==> src/rtl/mcs_pkg.sv <==
// Shared types, constants and display tables for the multiplexed clock unit.
package mcs_pkg;

    localparam int DIGIT_COUNT      = 6;
    localparam int SCAN_W           = 3;
    localparam int HOLD_W           = 8;
    localparam int SEC_W            = 6;
    localparam int MIN_W            = 6;
    localparam int HOUR_W           = 5;
    localparam int SEG_W            = 8;
    localparam int PADDR_W          = 3;
    localparam int PDATA_W          = 32;

    localparam logic [HOLD_W-1:0] HOLD_LIMIT_RESET = 8'd15;
    localparam logic [SEC_W-1:0]  SEC_WRAP         = 6'd60;
    localparam logic [MIN_W-1:0]  MIN_WRAP         = 6'd60;
    localparam logic [HOUR_W-1:0] HOUR_WRAP        = 5'd24;
    localparam logic [SEG_W-1:0]  SEG_RESET        = 8'h00;
    localparam logic [SEG_W-1:0]  EN_ALL_OFF       = 8'hFF;

    // register index taken from the word address
    localparam logic REG_HOLD_LIMIT = 1'b0;

    typedef enum logic [2:0] {
        CMD_SECOND = 3'd0,
        CMD_SCAN   = 3'd1,
        CMD_HOLD   = 3'd2,
        CMD_SET    = 3'd3,
        CMD_HOUR   = 3'd4,
        CMD_MINUTE = 3'd5
    } t_cmd;

    typedef struct packed {
        logic [SEC_W-1:0]  sec;
        logic [MIN_W-1:0]  min;
        logic [HOUR_W-1:0] hour;
        logic [SCAN_W-1:0] scan;
        logic [HOLD_W-1:0] hold;
        logic              adjust;
        logic [SEG_W-1:0]  seg;
        logic [SEG_W-1:0]  en;
    } t_state;

    function automatic logic [3:0] tens_of(input logic [5:0] v);
        logic [3:0] t;
        if (v >= 6'd50)      t = 4'd5;
        else if (v >= 6'd40) t = 4'd4;
        else if (v >= 6'd30) t = 4'd3;
        else if (v >= 6'd20) t = 4'd2;
        else if (v >= 6'd10) t = 4'd1;
        else                 t = 4'd0;
        return t;
    endfunction

    function automatic logic [3:0] units_of(input logic [5:0] v);
        logic [5:0] r;
        r = v - {2'b00, tens_of(v)} * 6'd10;
        return r[3:0];
    endfunction

    function automatic logic [SEG_W-1:0] seg_font(input logic [3:0] d);
        logic [SEG_W-1:0] s;
        case (d)
            4'd0: s = 8'hBF;
            4'd1: s = 8'h86;
            4'd2: s = 8'hDB;
            4'd3: s = 8'hCF;
            4'd4: s = 8'hE6;
            4'd5: s = 8'hED;
            4'd6: s = 8'hFD;
            4'd7: s = 8'h87;
            4'd8: s = 8'hFF;
            4'd9: s = 8'hEF;
            default: s = 8'hBF;
        endcase
        return s;
    endfunction

    function automatic logic [SEG_W-1:0] digit_enable(input logic [SCAN_W-1:0] idx);
        logic [SEG_W-1:0] e;
        case (idx)
            3'd1: e = 8'hEF;
            3'd2: e = 8'hF7;
            3'd3: e = 8'hFB;
            3'd4: e = 8'hFD;
            3'd5: e = 8'hFE;
            default: e = 8'hDF;
        endcase
        return e;
    endfunction

endpackage

==> src/rtl/multiplexed_clock_with_set_mode_unit.sv <==
// Top level of the multiplexed 24-hour clock with set mode and its register port.
// One request per event; a new request can be taken every cycle while o_in_stall is
// low. A request is held in the input register, then updates the clock state, which
// is also the result register; the result shows the time, adjust flag and latched
// digit drive after that event. With the output stalled the unit still takes one more
// request into its input register before it stalls.
// Register hold_limit (byte address 0, reset 15) sets the hold ticks after which the
// set button level decides adjust mode.
module multiplexed_clock_with_set_mode_unit import mcs_pkg::*; (
    input  logic               i_clk,
    input  logic               i_rst_n,
    input  logic               i_in_valid,
    output logic               o_in_stall,
    input  logic [2:0]         i_command,
    input  logic               i_set_button_level,
    output logic               o_out_valid,
    input  logic               i_out_stall,
    output logic [SEG_W-1:0]   o_segments,
    output logic [SEG_W-1:0]   o_digit_enables,
    output logic               o_adjust_active,
    output logic [HOUR_W-1:0]  o_hours_now,
    output logic [MIN_W-1:0]   o_minutes_now,
    output logic [SEC_W-1:0]   o_seconds_now,
    input  logic               psel,
    input  logic               penable,
    input  logic               pwrite,
    input  logic [PADDR_W-1:0] paddr,
    input  logic [PDATA_W-1:0] pwdata,
    output logic [PDATA_W-1:0] prdata,
    output logic               pready
);

    logic              r_in_valid;
    logic [2:0]        r_command;
    logic              r_level;
    logic              r_out_valid;
    logic [HOLD_W-1:0] r_hold_limit;
    t_state            r_state;
    t_state            n_state;
    logic              out_load;
    logic              in_take;
    logic              reg_sel;

    assign out_load   = r_in_valid && (!r_out_valid || !i_out_stall);
    assign o_in_stall = r_in_valid && !out_load;
    assign in_take    = i_in_valid && !o_in_stall;

    mcs_step u_step (
        .i_state            (r_state),
        .i_command          (r_command),
        .i_set_button_level (r_level),
        .i_hold_limit       (r_hold_limit),
        .o_state            (n_state)
    );

    always_ff @(posedge i_clk) begin
        if (!i_rst_n) begin
            r_in_valid <= 1'b0;
        end else if (in_take) begin
            r_in_valid <= 1'b1;
        end else if (out_load) begin
            r_in_valid <= 1'b0;
        end
    end

    always_ff @(posedge i_clk) begin
        if (in_take) begin
            r_command <= i_command;
            r_level   <= i_set_button_level;
        end
    end

    always_ff @(posedge i_clk) begin
        if (!i_rst_n) begin
            r_out_valid <= 1'b0;
            r_state     <= '{sec: '0, min: '0, hour: '0, scan: '0, hold: '0,
                             adjust: 1'b0, seg: SEG_RESET, en: EN_ALL_OFF};
        end else begin
            if (out_load) begin
                r_out_valid <= 1'b1;
                r_state     <= n_state;
            end else if (!i_out_stall) begin
                r_out_valid <= 1'b0;
            end
        end
    end

    assign reg_sel = (paddr[PADDR_W-1] == REG_HOLD_LIMIT);

    always_ff @(posedge i_clk) begin
        if (!i_rst_n) begin
            r_hold_limit <= HOLD_LIMIT_RESET;
        end else if (psel && penable && pwrite && reg_sel) begin
            r_hold_limit <= pwdata[HOLD_W-1:0];
        end
    end

    assign pready = 1'b1;
    assign prdata = reg_sel ? {{(PDATA_W-HOLD_W){1'b0}}, r_hold_limit} : '0;

    assign o_out_valid     = r_out_valid;
    assign o_segments      = r_state.seg;
    assign o_digit_enables = r_state.en;
    assign o_adjust_active = r_state.adjust;
    assign o_hours_now     = r_state.hour;
    assign o_minutes_now   = r_state.min;
    assign o_seconds_now   = r_state.sec;

endmodule

==> src/rtl/mcs_step.sv <==
// Next-state logic of the clock for one request.
module mcs_step import mcs_pkg::*; (
    input  t_state            i_state,
    input  logic [2:0]        i_command,
    input  logic              i_set_button_level,
    input  logic [HOLD_W-1:0] i_hold_limit,
    output t_state            o_state
);

    logic [SEC_W-1:0]  sec_inc;
    logic [MIN_W-1:0]  min_inc;
    logic [HOUR_W-1:0] hour_inc;
    logic              sec_wrap;
    logic              min_wrap;
    logic              hour_wrap;
    logic [HOLD_W-1:0] hold_inc;
    logic [SCAN_W-1:0] idx;
    logic [SCAN_W-1:0] idx_next;
    logic [5:0]        digit_src;
    logic [3:0]        digit_val;

    assign sec_inc   = i_state.sec + 1'b1;
    assign min_inc   = i_state.min + 1'b1;
    assign hour_inc  = i_state.hour + 1'b1;
    assign sec_wrap  = (sec_inc >= SEC_WRAP);
    assign min_wrap  = (min_inc >= MIN_WRAP);
    assign hour_wrap = (hour_inc >= HOUR_WRAP);
    assign hold_inc  = i_state.hold + 1'b1;

    assign idx      = (i_state.scan >= SCAN_W'(DIGIT_COUNT)) ? '0 : i_state.scan;
    assign idx_next = (idx == SCAN_W'(DIGIT_COUNT - 1)) ? '0 : idx + 1'b1;

    always_comb begin
        case (idx)
            3'd2, 3'd3: digit_src = i_state.min;
            3'd4, 3'd5: digit_src = {1'b0, i_state.hour};
            default:    digit_src = i_state.sec;
        endcase
        digit_val = idx[0] ? tens_of(digit_src) : units_of(digit_src);
    end

    always_comb begin
        o_state = i_state;
        case (t_cmd'(i_command))
            CMD_SECOND: begin
                o_state.sec = sec_wrap ? '0 : sec_inc;
                if (sec_wrap) begin
                    o_state.min = min_wrap ? '0 : min_inc;
                    if (min_wrap) begin
                        o_state.hour = hour_wrap ? '0 : hour_inc;
                    end
                end
            end
            CMD_SCAN: begin
                o_state.seg  = seg_font(digit_val);
                o_state.en   = digit_enable(idx);
                o_state.scan = idx_next;
            end
            CMD_HOLD: begin
                if (hold_inc == i_hold_limit) begin
                    o_state.adjust = i_set_button_level;
                    o_state.hold   = '0;
                end else begin
                    o_state.hold = hold_inc;
                end
            end
            CMD_SET: begin
                o_state.hold = '0;
            end
            CMD_HOUR: begin
                if (i_state.adjust) begin
                    o_state.hold = '0;
                    o_state.hour = hour_wrap ? '0 : hour_inc;
                end
            end
            CMD_MINUTE: begin
                if (i_state.adjust) begin
                    o_state.hold = '0;
                    o_state.min  = min_wrap ? '0 : min_inc;
                    if (min_wrap) begin
                        o_state.hour = hour_wrap ? '0 : hour_inc;
                    end
                end
            end
            default: begin
                o_state = i_state;
            end
        endcase
    end

endmodule
==> config.mk <==
export PLATFORM = sky130hd
export DESIGN_NAME = multiplexed_clock_with_set_mode_unit
export DESIGN_NICKNAME = d
export VERILOG_FILES = /design/src/rtl/mcs_pkg.sv /design/src/rtl/multiplexed_clock_with_set_mode_unit.sv /design/src/rtl/mcs_step.sv
export SDC_FILE = /design/constraint.sdc
export NUM_CORES = 1
export LEC_CHECK = 0
export ABC_AREA = 1
export BUFFER_PORTS_ARGS = -buffer_cell sky130_fd_sc_hd__buf_2
export CAP_MARGIN = 25
export CORE_ASPECT_RATIO = 1.25
export CORE_MARGIN = 1
export CORE_UTILIZATION = 50
export CTS_BUF_LIST = sky130_fd_sc_hd__clkbuf_16
export CTS_CLUSTER_SIZE = 28
export DETAILED_ROUTE_END_ITERATION = 16
export PLACE_DENSITY = 0.85
export REMOVE_ABC_BUFFERS = 1
export SYNTH_ARGS = -nofsm -noshare
export SYNTH_HDL_FRONTEND = slang
export SYNTH_HIERARCHICAL = 1
export SYNTH_SLANG_ARGS = --single-unit
==> constraint.sdc <==
create_clock -name i_clk -period 3.13 [get_ports i_clk]
set_input_delay 0.1565 -clock i_clk [delete_from_list [all_inputs] [get_ports i_clk]]
set_output_delay 0.1565 -clock i_clk [all_outputs]
set_load 0.05 [all_outputs]
==> summary.json <==
{
  "sta": {
    "maximum_clock_frequency_mhz": 325.8,
    "min_cycle_time_layout_ns": 3.069,
    "tns_ns": 0,
    "finClkSkew_ns": 0.007134,
    "timing.final.setup_violations": 0,
    "worst_tran_pin_value_ns": 0.9913,
    "maxSlewHeadroom_pct": 33.91,
    "final-hold-violation-count": 0,
    "fin_crit_sh_pct": 98.06,
    "maxSlewViolCount": 0
  },
  "route": {
    "avgViaCountPerCell": 5.168,
    "drtAntennaViolNets": 0,
    "avgRoutedWirePerCell_microns": 12.33,
    "initial_drc_count": 351,
    "routed_wl_microns": 11010,
    "first_pass_iters": 5,
    "via_count": 4615,
    "drc": 0
  },
  "place": {
    "placedInstanceArea_sq_um": 4941,
    "port_buffers": 63,
    "dp.final_hpwl_microns": 7296,
    "dp.cells": 865,
    "gpl.final_weighted_congestion": 0.8614
  },
  "layout": {
    "utilization_of_the_core_after_routing_pct": 59.03,
    "fillers": 857,
    "top_library_cells_by_usage_in_the_layout_fill_and_taps_aside": "129 x sky130_fd_sc_hd__nand2_1, 90 x sky130_fd_sc_hd__nor2_1, 65 x sky130_fd_sc_hd__inv_1",
    "design_area_sq_um": 5473,
    "antennaDiodeCount": 0,
    "fin_nets": 823,
    "commonest_non_fill_non_tap_cell_in_the_layout": "sky130_fd_sc_hd__nand2_1",
    "final_cell_count_no_fill": 893,
    "drive_above_1_share_pct": 28.96,
    "area_growth_pct": 12.82
  },
  "worst_setup_path": {
    "setup.worst_path.end_class": "flip-flop",
    "worstSetupStartpointType": "flip-flop",
    "timing.critical_path.buf_inv": 4,
    "slowest_stage": "sky130_fd_sc_hd__fa_2",
    "cp_top_family": "simple AND/OR/NAND/NOR gates",
    "path_max_fanout": 7,
    "crit_path_cell_trace": "inv_6 > nand2_4 > nand3_1 > nand2_1 > buf_4 > nor2_1 > nand2_1 > nand2_1 > nand2_2 > nand2_2 > nand2_2 > ha_4 > inv_2 > fa_2 > o21ai_4 > inv_2 > or2_0 > nand2_1 > nand2_1 > nand2_1 > nand2_1 > o21ai_2 > nor2_2",
    "timing.setup.critical_path_class": "reg2reg",
    "most_numerous_cell_on_the_critical_path": "sky130_fd_sc_hd__nand2_1",
    "critical_path_required_ns": 3.35,
    "reg2reg_setup_slack_ns": 0.06,
    "cp_data_arrival_time_ns": 3.29,
    "timing.critical_path.slowest_cell_delay_ns": 0.45
  },
  "job": {
    "number_of_max_capacitance_violations_reported": 0
  },
  "outcome": {
    "status": "finished, final reports clean"
  },
  "yosys": {
    "yosysTopAreaCellShare_pct": 22.70,
    "synth.yosys.seq_area_share_pct": 25.17,
    "synth_edf_count": 4,
    "synth_cells": 715,
    "post_synth_cell_types": 45,
    "post_synth.cell_area_avg_sq_um": 6.784,
    "synth.top_cells.by_area": "sky130_fd_sc_hd__dfxtp_1 23%, sky130_fd_sc_hd__nand2_1 11%, sky130_fd_sc_hd__buf_4 9.6%",
    "synthesized_flop_and_latch_total": 59,
    "yosys_top_cell_by_area": "sky130_fd_sc_hd__dfxtp_1",
    "postSynth.topFlopCell": "sky130_fd_sc_hd__dfxtp_1",
    "synth.cell_area_sq_um": 4851,
    "number_of_warning_messages_in_the_yosys_log": 6,
    "async_reset_ff_share_pct": 0
  },
  "cts": {
    "ctsRootBufferMaster": "sky130_fd_sc_hd__clkbuf_16",
    "clock_latency_ns": 0.34,
    "cts.htree.levels": 3,
    "clock_path_buffers": 2,
    "tritoncts": "built",
    "cts_inserted_buffers": 9,
    "numClockSinks": 59,
    "cts.clk_slew.worst_paths_ns": 0.05
  },
  "floorplanning": {
    "floorplan.initialDensity_pct": 52.32,
    "io_pins": 115,
    "die_outline_area_sq_um": 10100,
    "design.core.area_sq_um": 9271,
    "die_height_microns": 112.1,
    "die_x_microns": 90.10,
    "fp-row-count": 39
  },
  "power_and_ir_drop": {
    "peakVddDrop_mv": 0.3737,
    "p_leak_uw": 0.002581,
    "power.density_nw_per_um2": 504.9
  },
  "global_route": {
    "grt_max_degree": 47,
    "grt_pass1_vias": 4228,
    "first_pass_grt_wire_length_microns": 18150,
    "grt_util_all_layers_pct": 21.72,
    "globalRoute.totalOverflow": 0,
    "grt_antenna_before_repair": 0
  },
  "min_path": {
    "hold_path_class": "in2reg"
  }
}
## worst paths after layout
check / from / end / cells past startpoint
worst min-delay path: i_command[1] / r_command[1]$_DFFE_PP_ / 1
worst max register to register: r_state[26]$_SDFFE_PN0P_ / o_segments[5]$_SDFFE_PN0P_ / 23
worst min register to register: o_digit_enables[6]$_SDFFE_PN1P_ / o_digit_enables[6]$_SDFFE_PN1P_ / 2
worst max-delay path: r_state[26]$_SDFFE_PN0P_ / o_segments[5]$_SDFFE_PN0P_ / 23
## cell type report
| cell class | count | area, sq um | area share [%] |
|---|---|---|---|
| repair buffers | 96 | 574.3 | 10.49 |
| well taps | 123 | 153.9 | 2.812 |
| flip-flops and latches | 59 | 1230 | 22.47 |
| inverters | 73 | 286.5 | 5.235 |
| multi-input cells | 526 | 2949 | 53.89 |
| clock buffers | 9 | 225.2 | 4.115 |
| clock inverters | 7 | 53.80 | 0.9831 |
## worst reg2reg max path, delay by kind of cell (launching register included)
family / cells / cell delay [ns]
simple gates: 15 / 1.26
fa+ha+maj: 2 / 0.61
flops: 1 / 0.38
buf+inv: 4 / 0.38
compound gates: 2 / 0.34
## stage by stage
step                hold slack (ns)  power [uW]  worst slack (ns)
detailed placement           0.3350        1712          0.007621
floorplan                    0.2406        1513          -0.01866
CTS                        0.003477        2670           0.02762
finish                      0.01200        2763           0.06057
global placement             0.3344        1700           0.02828
global route               0.009399        2908          -0.02853
## metal layers
| layer | part of all wire (%) | up-vias | track usage, % |
|---|---|---|---|
| met2 | 49 | 140 | 39.13 |
| met1 | 43 | 2136 | 24.75 |
| met3 | 5.4 | 22 | 4.133 |
| li1 | - | 2317 | - |
| met5 | 0 | - | 0 |
| met4 | 2.4 | 0 | 9.892 |
## kinds of logic after synthesis
logic type,after synthesis,share of synthesized area [%]
compound gates,110,15.55
xor+xnor,25,4.514
fa+ha+maj,12,3.250
buf+inv,153,18.55
flops,59,25.17
other cells,2,0.1548
simple gates,354,32.81
## registers in the layout, summed over array words and instances (netlist names)
register         count
o_out_valid          1
o_minutes_now        6
o_adjust_active      1
r_hold_limit         8
r_level              1
o_hours_now          5
r_state             11
o_digit_enables      8
r_command            3
o_seconds_now        6
r_in_valid           1
o_segments           8
## power by group
group	switching (uW)	internal (uW)	leakage, uW	total, uW
registers	54.2	810	0.000493	864
clock network	350	600	0.000148	949
logic	630	320	0.00194	950
total	1030	1730	0.00258	2760
## repair_timing
| item | in CTS | in global routing |
|---|---|---|
| cloned | 0 | 0 |
| hold endpoints to repair | 3 | 0 |
| setup endpoints to repair | 1 | 7 |
| buffers inserted | 0 | 9 |
| pin swaps | 0 | 20 |
| hold buffers | 3 | 0 |
| resized for setup | 1 | 44 |
## synth_stat cells (9+ instances only)
cell type / count
sky130_fd_sc_hd__nand3_1: 55
sky130_fd_sc_hd__a21oi_1: 18
sky130_fd_sc_hd__xnor2_1: 9
sky130_fd_sc_hd__o211ai_1: 9
sky130_fd_sc_hd__o21ai_2: 32
sky130_fd_sc_hd__nor2_1: 96
sky130_fd_sc_hd__xor2_1: 16
sky130_fd_sc_hd__nor2_2: 35
sky130_fd_sc_hd__nand2_1: 138
sky130_fd_sc_hd__buf_4: 62
sky130_fd_sc_hd__o21ai_0: 31
sky130_fd_sc_hd__inv_1: 63
sky130_fd_sc_hd__ha_1: 11
sky130_fd_sc_hd__dfxtp_1: 55
(Power assumes the default switching activity.)
